## config.mk

```make
export PLATFORM = sky130hd
export DESIGN_NAME = perfect_power_exponent
export DESIGN_NICKNAME = d
export VERILOG_FILES = /design/src/hdl/ppe_pkg.sv /design/src/hdl/perfect_power_exponent.sv
export VERILOG_INCLUDE_DIRS = /design/src /design/src/hdl
export SDC_FILE = /design/constraint.sdc
export NUM_CORES = 1
export LEC_CHECK = 0
export ABC_AREA = 1
export BUFFER_PORTS_ARGS = -buffer_cell sky130_fd_sc_hd__buf_2
export CORE_AREA = 10 10 155 157
export CTS_CLUSTER_SIZE = 12
export DETAILED_ROUTE_END_ITERATION = 12
export DIE_AREA = 0 0 165 167
export HOLD_SLACK_MARGIN = 0.05
export PLACE_DENSITY = 0.75
export SLEW_MARGIN = 20
export SYNTH_ARGS = -nofsm -noshare
export SYNTH_HDL_FRONTEND = slang
export SYNTH_SLANG_ARGS = --single-unit
```

## constraint.sdc

```tcl
create_clock -name clk -period 4.65 [get_ports clk]
set_input_delay 0.465 -clock clk [delete_from_list [all_inputs] [get_ports clk]]
set_output_delay 0.465 -clock clk [all_outputs]
set_load 0.005 [all_outputs]
```

## src/hdl/perfect_power_exponent_macros.svh

```systemverilog
// Assertion macros shared by the perfect power exponent RTL.
`ifndef PERFECT_POWER_EXPONENT_MACROS_SVH
`define PERFECT_POWER_EXPONENT_MACROS_SVH

`ifndef ASSERT_OFF
`define PPE_ASSERT_IMP(lbl, clk_s, rst_s, ante, cons) \
  lbl: assert property (@(posedge clk_s) disable iff (rst_s) (ante) |-> (cons)) \
    else $error("same-cycle implication failed");
`define PPE_ASSERT_NXT(lbl, clk_s, rst_s, ante, cons) \
  lbl: assert property (@(posedge clk_s) disable iff (rst_s) (ante) |=> (cons)) \
    else $error("next-cycle implication failed");
`else
`define PPE_ASSERT_IMP(lbl, clk_s, rst_s, ante, cons)
`define PPE_ASSERT_NXT(lbl, clk_s, rst_s, ante, cons)
`endif

`endif

```

## src/hdl/ppe_pkg.sv

```systemverilog
`timescale 1ns / 1ps
package ppe_pkg;

  localparam int POWER_W = 6;

  typedef logic [3:0] step_t;

  // program addresses
  localparam step_t S_IDLE  = 4'd0;
  localparam step_t S_DINIT = 4'd1;
  localparam step_t S_DSTEP = 4'd2;
  localparam step_t S_TEST  = 4'd3;
  localparam step_t S_GCD   = 4'd4;
  localparam step_t S_BOUND = 4'd5;
  localparam step_t S_NEXTD = 4'd6;
  localparam step_t S_SUCC  = 4'd7;
  localparam step_t S_TAIL  = 4'd8;
  localparam step_t S_TLOAD = 4'd9;
  localparam step_t S_TSUB  = 4'd10;
  localparam step_t S_TESTP = 4'd11;
  localparam step_t S_PDEC  = 4'd12;
  localparam step_t S_EMIT  = 4'd13;

  typedef enum logic [3:0] {
    OP_NOP, OP_LOAD, OP_DINIT, OP_DSTEP, OP_GCD, OP_DINC,
    OP_MAGQ, OP_TAIL, OP_TLOAD, OP_TSUB, OP_PDEC, OP_EMIT
  } op_t;

  typedef enum logic [3:0] {
    C_NEVER, C_ALWAYS, C_NO_START, C_MAG_ZERO, C_DIV_BUSY,
    C_REM_ZERO, C_E_NZ, C_Q_LT_D, C_T_GE_P, C_FOUND
  } cond_t;

  typedef struct packed {
    op_t   op;
    cond_t cond;
    step_t target;
  } uword_t;

  // control store: jump to target when cond holds, else fall through
  function automatic uword_t ucode(step_t addr);
    uword_t w;
    unique case (addr)
      S_IDLE:  w = '{OP_LOAD,  C_NO_START, S_IDLE};
      S_DINIT: w = '{OP_DINIT, C_MAG_ZERO, S_TAIL};
      S_DSTEP: w = '{OP_DSTEP, C_DIV_BUSY, S_DSTEP};
      S_TEST:  w = '{OP_NOP,   C_REM_ZERO, S_SUCC};
      S_GCD:   w = '{OP_GCD,   C_E_NZ,     S_GCD};
      S_BOUND: w = '{OP_NOP,   C_Q_LT_D,   S_TAIL};
      S_NEXTD: w = '{OP_DINC,  C_ALWAYS,   S_DINIT};
      S_SUCC:  w = '{OP_MAGQ,  C_ALWAYS,   S_DINIT};
      S_TAIL:  w = '{OP_TAIL,  C_NEVER,    S_IDLE};
      S_TLOAD: w = '{OP_TLOAD, C_NEVER,    S_IDLE};
      S_TSUB:  w = '{OP_TSUB,  C_T_GE_P,   S_TSUB};
      S_TESTP: w = '{OP_NOP,   C_FOUND,    S_EMIT};
      S_PDEC:  w = '{OP_PDEC,  C_ALWAYS,   S_TLOAD};
      S_EMIT:  w = '{OP_EMIT,  C_ALWAYS,   S_IDLE};
      default: w = '{OP_NOP,   C_ALWAYS,   S_IDLE};
    endcase
    return w;
  endfunction

endpackage

```

## src/hdl/perfect_power_exponent.sv

```systemverilog
// Run time: one trial division per candidate divisor up to sqrt(|value|), plus one per prime
//   factor found; the bit-serial remainder unit dominates it, and the worst case is a prime
//   close to 2^31.
// Throughput: one request at a time; busy stays high from acceptance until done pulses.
// Reset: rst (synchronous, active high) returns the sequencer to idle and clears done.
// done is a one-cycle strobe; the receiver cannot stall it.
`timescale 1ns / 1ps
`include "perfect_power_exponent_macros.svh"

module perfect_power_exponent #(
  parameter int MAX_POWER   = 32,
  parameter int VALUE_WIDTH = 32
) (
  input  logic                             clk,
  input  logic                             rst,
  input  logic                             start,
  output logic                             busy,
  input  logic signed [VALUE_WIDTH-1:0]    value,
  output logic                             done,
  output logic [ppe_pkg::POWER_W-1:0]      power
);
  import ppe_pkg::*;

  localparam int VW   = VALUE_WIDTH;
  localparam int EW   = $clog2(VALUE_WIDTH);      // exponents stay below VALUE_WIDTH
  localparam int CNTW = $clog2(VALUE_WIDTH);      // division bit counter
  localparam int PW   = $clog2(MAX_POWER + 1);    // candidate exponent p
  localparam int CW   = (EW > PW) ? EW : PW;      // common compare width for t and p

  // ---------------------------------------------------------------- sequencer
  step_t  pc, pc_next;
  uword_t uw;
  logic   take;

  // ---------------------------------------------------------------- datapath
  logic            neg;
  logic [VW-1:0]   mag;      // remaining cofactor
  logic [VW-1:0]   d;        // trial divisor
  logic [VW:0]     rem;      // partial remainder, one guard bit
  logic [VW-1:0]   quo;      // dividend shifting out, quotient shifting in
  logic [CNTW-1:0] cnt;
  logic [EW-1:0]   e;        // exponent of current divisor, then gcd operand
  logic [EW-1:0]   g;        // running gcd of exponents
  logic [EW-1:0]   t;        // g mod p by repeated subtraction
  logic [PW-1:0]   p;        // candidate answer, counts down

  logic [VW-1:0]   value_u;
  logic [VW:0]     rem_sh;
  logic [VW:0]     d_ext;
  logic            div_ge;
  logic [CW-1:0]   t_ext, p_ext;

  assign uw      = ucode(pc);
  assign value_u = unsigned'(value);
  assign rem_sh  = {rem[VW-1:0], quo[VW-1]};
  assign d_ext   = {1'b0, d};
  assign div_ge  = (rem_sh >= d_ext);
  assign t_ext   = CW'(t);
  assign p_ext   = CW'(p);

  // jump conditions
  always_comb begin
    unique case (uw.cond)
      C_NEVER:    take = 1'b0;
      C_ALWAYS:   take = 1'b1;
      C_NO_START: take = !start;
      C_MAG_ZERO: take = (mag == '0);
      C_DIV_BUSY: take = (cnt != CNTW'(VW - 1));
      C_REM_ZERO: take = (rem == '0);
      C_E_NZ:     take = (e != '0);
      C_Q_LT_D:   take = (quo < d);
      C_T_GE_P:   take = (t_ext >= p_ext);
      C_FOUND:    take = (t == '0) && (!neg || p[0]);
      default:    take = 1'b0;
    endcase
  end

  assign pc_next = take ? uw.target : step_t'(pc + 1'b1);
  assign busy    = (pc != S_IDLE);

  always_ff @(posedge clk) begin
    if (rst) begin
      pc   <= S_IDLE;
      done <= 1'b0;
    end else begin
      pc   <= pc_next;
      done <= (uw.op == OP_EMIT);
    end
  end

  // datapath operations, one per control word
  always_ff @(posedge clk) begin
    unique case (uw.op)
      OP_NOP: begin
      end
      OP_LOAD: begin
        if (start) begin
          neg <= value_u[VW-1];
          mag <= value_u[VW-1] ? (~value_u + 1'b1) : value_u;  // -2^(VW-1) wraps exactly
          d   <= VW'(2);
          e   <= '0;
          g   <= '0;
        end
      end
      OP_DINIT: begin
        rem <= '0;
        quo <= mag;
        cnt <= '0;
      end
      OP_DSTEP: begin
        // restoring division, one quotient bit per cycle
        rem <= div_ge ? (rem_sh - d_ext) : rem_sh;
        quo <= {quo[VW-2:0], div_ge};
        cnt <= cnt + 1'b1;
      end
      OP_GCD: begin
        // subtractive Euclid; ends with e cleared and the gcd in g
        if (e != '0) begin
          if (g >= e) begin
            g <= g - e;
          end else begin
            g <= e;
            e <= g;
          end
        end
      end
      OP_DINC: begin
        d <= d + 1'b1;
      end
      OP_MAGQ: begin
        mag <= quo;
        e   <= e + 1'b1;
      end
      OP_TAIL: begin
        // a leftover prime above sqrt has exponent one
        if (mag > VW'(1)) g <= EW'(1);
        p <= PW'(MAX_POWER);
      end
      OP_TLOAD: begin
        t <= g;
      end
      OP_TSUB: begin
        if (t_ext >= p_ext) t <= EW'(t_ext - p_ext);
      end
      OP_PDEC: begin
        p <= p - 1'b1;
      end
      OP_EMIT: begin
        power <= POWER_W'(p);
      end
      default: begin
      end
    endcase
  end

  // ---------------------------------------------------------------- checks
  `PPE_ASSERT_IMP(a_done_idle, clk, rst, done, !busy)
  `PPE_ASSERT_NXT(a_accept_busy, clk, rst, start && !busy, busy)
  `PPE_ASSERT_IMP(a_div_nonzero, clk, rst, pc == S_DSTEP, d >= VW'(2))
  `PPE_ASSERT_NXT(a_done_pulse, clk, rst, done, !done)

endmodule

```

==> reports/summary.txt, run 1 <==
Status: finished, final reports clean
GRT overflow: 0
# resized after CTS: 0
Post-CTS Setup Inserts: 0
Hold slack: 0.302 ns
Drt total wl: 29.2 mm
Slew @ Worst Pin: 1.04 ns
Placeable Area: 20800 µm²
Post-synthesis net count: 1608
Inserted Diodes: 0
Detailed-route DRC error count: 0
Dominant synthesized flop cell: edfxtp_1
RSZ-0062 raised after global routing: false
# hold bufs at CTS: 0
Routability cong.: 0.986
Max-cap violations: 0
Slew Viols, Final: 0
Post-synth EDFFs: 162
IO buf count: 42
CP Data Required Time: 4.81 ns
Synth top area cells: edfxtp_1 (39%), nand2_1 (11%), ha_1 (8.7%)
Starting Density: 0.593
Vias per cell: 5.70
Chip height: 167 µm
Async SR Flop Fraction: 0
First-pass GRT wire length: 48.2 mm
Top cell type's share of synthesized area: 0.394
Final design instance area without fill: 13400 µm²
Setup TNS Final: 0 ns
Cells after synthesis: 1484
Avg Inst Size Synth: 8.32 µm²
Max Fanout on Critical Path: 28
Global-route usage over all layers: 0.213
Pwr Density: 660 nW/µm²
Synth unique cells: 58
Minimum clock period: 2.90 ns
Htree depth: 4
Clk_lat worst skew: 0.43 ns
Top cell type by total area after synthesis: edfxtp_1
Root buf cell: clkbuf_16
Vias: 10400
Crit path cell chain: inv_1 -> ha_1 -> a21oi_1 -> nor2_1 -> nor2_1 -> o221ai_1 -> a31oi_1 -> nand2_4 -> nand2_4 -> inv_1 -> nand2_1 -> o21ai_0
# fillers: 1801
Ys Warns: 0
TritonCTS clock tree: yes
1st-iter DRT viols: 872
Row count: 53
Worst hold path type: in2reg
Clk buf depth: 2
Worst setup EP type: flip-flop
Post-synthesis register bit count: 179
Total power: 8870 µW
ANT nets after route: 0
Initial antenna violation count: 0
Final hold violations: 0
Die area: 27600 µm²
Slowest cell on crit path: edfxtp_1
Vias in the first global route: 9911
Crit-path max cell delay: 0.42 ns
Commonest cells post-synth: nand2_1 (354), edfxtp_1 (162), inv_1 (161), nor2_1 (150), o21ai_0 (106)
Io pins: 43
Share of cells above drive strength 1: 0.113
F_max: 345 MHz
Worst clock skew: 0.0107 ns
Die W: 165 µm
Critical Path Source Type: flip-flop
Period utilisation layout: 0.623
Placed cell area: 12900 µm²
Final Setup Violations: 0
Largest net degree at the start of global routing: 64
Post-synthesis cell area: 12400 µm²
Sinks on Clock Net: 179
Final Net Count: 1653
Slew headroom: 0.307
Setup CP Type: reg2reg
1st-pass router iterations: 5
VDD IR-drop max: 301 µV
Avg WL per Cell: 16.1 µm
Post-DP HPWL: 22.5 mm
Clock transition at path regs: 0.08 ns
Leakage: 0.00563 µW
Count leader, synth: nand2_1
CTS Buf Count: 17
Seq/Total Area, Yosys: 0.421
Area grow syn2layout: 8.73%
Crit path DAT: 3.06 ns
-- metrics by stage --
stage,instances,utilization,setup WS [ns]
5_1_grt,1817,0.645,1.47
3_3_place_gp,1785,0.617,1.87
2_1_floorplan,1484,-,0.755
6_report,1817,0.645,1.75
3_5_place_dp,1785,0.617,1.78
4_1_cts,1817,0.645,1.80
-- critical path: cells and delay by family (launching register included) --
| family | cells | cell delay [ns] |
|---|---|---|
| buffers and inverters | 2 | 0.40 |
| AO/OA/AOI/OAI | 4 | 0.69 |
| flip-flops | 1 | 0.42 |
| AND/OR/NAND/NOR | 5 | 0.80 |
| adder cells (fa/ha/maj) | 1 | 0.33 |
-- where the power goes --
| part | leakage, µW | switching [µW] | internal [µW] |
|---|---|---|---|
| clock | 0.000271 | 668 | 755 |
| combinational | 0.00369 | 2980 | 1490 |
| sequential | 0.00167 | 426 | 2550 |
-- cells in the final DEF, fill, tap and decap left out, types with 12 or more instances in the layout --
master     Yosys  routed
a21oi_1       97      97
buf_2          0      42
clkbuf_16      0      17
dfxtp_1       17      17
edfxtp_1     162     162
ha_1          86      86
inv_1        161     161
inv_2         12      12
nand2_1      354     354
nand3_1       44      44
nand4_1       31      31
nor2_1       150     147
nor2_2        14      15
nor3_1        25      25
o21ai_0      106     104
xnor2_1       26      26
xor2_1        37      37
-- worst paths after layout --
| check | start | end | slack, ns | depth (start not counted) |
|---|---|---|---|---|
| worst max register to register | d[26] | rem[18] | 1.75 | 12 |
| worst min-delay path | rst | pc[1] | 0.30 | 2 |
| worst max-delay path | d[26] | rem[18] | 1.75 | 12 |
| worst min register to register | p[2] | power[2] | 0.50 | 0 |
-- per-layer routing --
layer / routed length, µm / vias up / GRT usage
li1: - / 5148 / -
met4: 358 / 0 / 0.0516
met5: 0 / - / 0
met2: 13200 / 354 / 0.330
met1: 14100 / 4820 / 0.309
met3: 1630 / 28 / 0.0239
-- registers in the layout (all words and copies together), names as in the netlist --
signal,flops
p,6
mag,32
uw,12
d,32
t,5
cnt,5
rem,33
neg,1
power,6
g,5
quo,32
pc,4
done,1
e,5
-- kinds of logic after synthesis --
logic type,count (synthesis),share of synthesized area
adders and majority gates,89,0.0920
and+or+nand+nor,673,0.243
xor gates and xnor gates,63,0.0447
DFF,179,0.421
AOI/OAI and AO/OA,280,0.134
buffers and inverters,200,0.0648
-- final cells by class --
cell class	instances	area, µm²	share of cell area
multi-input cells	1105	6370	0.474
flip-flops and latches	179	5200	0.388
inverters	176	666	0.0496
clock buffers	18	429	0.0320
well taps	275	344	0.0256
repair buffers	50	270	0.0201
clock inverters	14	145	0.0108
No activity file was read; power rests on OpenSTA's default activity.
==> inputs of run 2 (changes only) <==
clock period = 3 ns   (was 4.65 ns; I/O delays follow)
==> reports/summary.txt, run 2 (synthesized netlist as in run 1, its figures left out) <==
Status: finished, final reports clean
Detailed-route DRC error count: 0
Clock transition at path regs: 0.08 ns
1st-pass router iterations: 5
Drt total wl: 29.1 mm
Clk_lat worst skew: 0.44 ns
Post-Layout Cell Count: 1832
Slew Viols, Final: 0
Final design instance area without fill: 13600 µm²
ANT nets after route: 0
# hold bufs at CTS: 0
Inst Count DP: 1800
Placeable Area: 20800 µm²
Setup CP Type: reg2reg
R2R depth: 13
Worst setup EP type: flip-flop
Crit path cell chain: inv_1 -> ha_1 -> nand2_1 -> nor2_2 -> nand2_1 -> nor4_1 -> buf_4 -> a31oi_1 -> nand2_4 -> nor2_2 -> inv_1 -> buf_12 -> o21ai_0
Crit path DAT: 2.91 ns
Chip height: 167 µm
Largest register FFs: 33
Psw: 6360 µW
Combinational share of power: 0.505
Max-cap violations: 0
Worst clock skew: 0.0123 ns
Worst hold start: rst
Critical Path End: rem[18]
Starting Density: 0.593
Area grow syn2layout: 10.1%
Initial antenna violation count: 0
Flop pwr share: 0.334
Pwr Density: 1020 nW/µm²
Largest net degree at the start of global routing: 63
Worst hold path type: in2reg
Sinks on Clock Net: 179
First-pass GRT wire length: 48.3 mm
Period utilisation layout: 0.911
Post-CTS Setup Inserts: 0
Die W: 165 µm
Final Setup Violations: 0
Total power: 13900 µW
Final hold violations: 0
R2r endpoint: rem[18]
Inserted Diodes: 0
Global-route usage over all layers: 0.214
IO buf count: 42
TritonCTS clock tree: yes
Slew headroom: 0.374
Worst Slack Setup Final: 0.268 ns
Slew @ Worst Pin: 0.933 ns
Commonest non-fill, non-tap cell in the layout: nand2_1
Post-DP HPWL: 22.6 mm
Vias: 10400
Int Pwr: 7510 µW
Share of cells above drive strength 1: 0.123
Setup TNS Final: 0 ns
Clk buf depth: 2
1st-iter DRT viols: 830
Placed cell area: 13000 µm²
F_max: 366 MHz
Io pins: 43
Leakage: 0.00575 µW
Root buf cell: clkbuf_16
# resized after CTS: 0
RSZ-0062 raised after global routing: false
Vias per cell: 5.66
Pre-CTS setup slack: 0.305 ns
Final Net Count: 1668
VDD IR-drop max: 494 µV
Switching Share: 0.459
Max Fanout on Critical Path: 12
Slowest cell on crit path: ha_1
Avg WL per Cell: 15.9 µm
Reg2reg start: d[14]
Commonest non-fill, non-tap cells in the layout: nand2_1 (354), edfxtp_1 (162), inv_1 (161)
Most flop-heavy register: rem
Die area: 27600 µm²
CP Launch Point: d[14]
Routability cong.: 0.977
Minimum clock period: 2.73 ns
Vias in the first global route: 9856
Htree depth: 4
Crit-path max cell delay: 0.41 ns
Critical Path Source Type: flip-flop
CP Data Required Time: 3.18 ns
Worst R2R Setup Slack: 0.27 ns
GRT overflow: 0
# fillers: 1775
Clock power frac: 0.161
CTS Buf Count: 17
Row count: 53
[run 2: changes by cell type in the layout (fill, tap and decap cells not counted), moves of 2 or more]
cell / change
buf_4: +11
clkinv_4: -2
inv_8: +5
clkinvlp_4: -3
buf_12: +4
[run 2: through the flow]
step	util	hold slack, ns
after floorplan	-	0.372
after global placement	0.625	0.475
after detailed placement	0.625	0.486
after CTS	0.653	0.110
after global routing	0.653	0.125
final	0.653	0.134
[run 2: layer usage]
layer,track usage,part of all wire
met1,0.308,0.48
met2,0.331,0.44
met4,0.0528,0.016
met5,0,0
met3,0.0318,0.068
[run 2: final cells by class]
cell class | instances | area (µm²) | share of cell area
multi-input cells | 1105 | 6370 | 0.468
flip-flops and latches | 179 | 5200 | 0.383
inverters | 176 | 666 | 0.0489
clock buffers | 18 | 433 | 0.0318
repair buffers | 65 | 433 | 0.0318
well taps | 275 | 344 | 0.0253
clock inverters | 14 | 150 | 0.0110
[run 2: worst min path at each step]
stage          cells after the start        to  slack (ns)
2_1_floorplan                      1     pc[1]        0.37
3_3_place_gp                       0  power[2]        0.47
3_5_place_dp                       0  power[2]        0.49
4_1_cts                            2     pc[1]        0.11
5_1_grt                            2     pc[1]        0.13
6_report                           2     pc[1]        0.13
[run 2: worst max-delay path: cells and delay by family (launching register included)]
kind | cells | cell delay (ns)
adder cells (fa/ha/maj) | 1 | 0.41
flip-flops | 1 | 0.40
AO/OA/AOI/OAI | 2 | 0.20
AND/OR/NAND/NOR | 6 | 0.87
buffers and inverters | 4 | 0.58
[run 2: power groups by stage]
stage | combinational, µW | sequential [µW] | clock (µW)
6_report | 7010 | 4630 | 2230
4_1_cts | 6940 | 4600 | 2250
2_1_floorplan | 5220 | 4460 | 0
3_5_place_dp | 6880 | 4650 | 0
5_1_grt | 7910 | 4730 | 2330
3_3_place_gp | 6760 | 4630 | 0
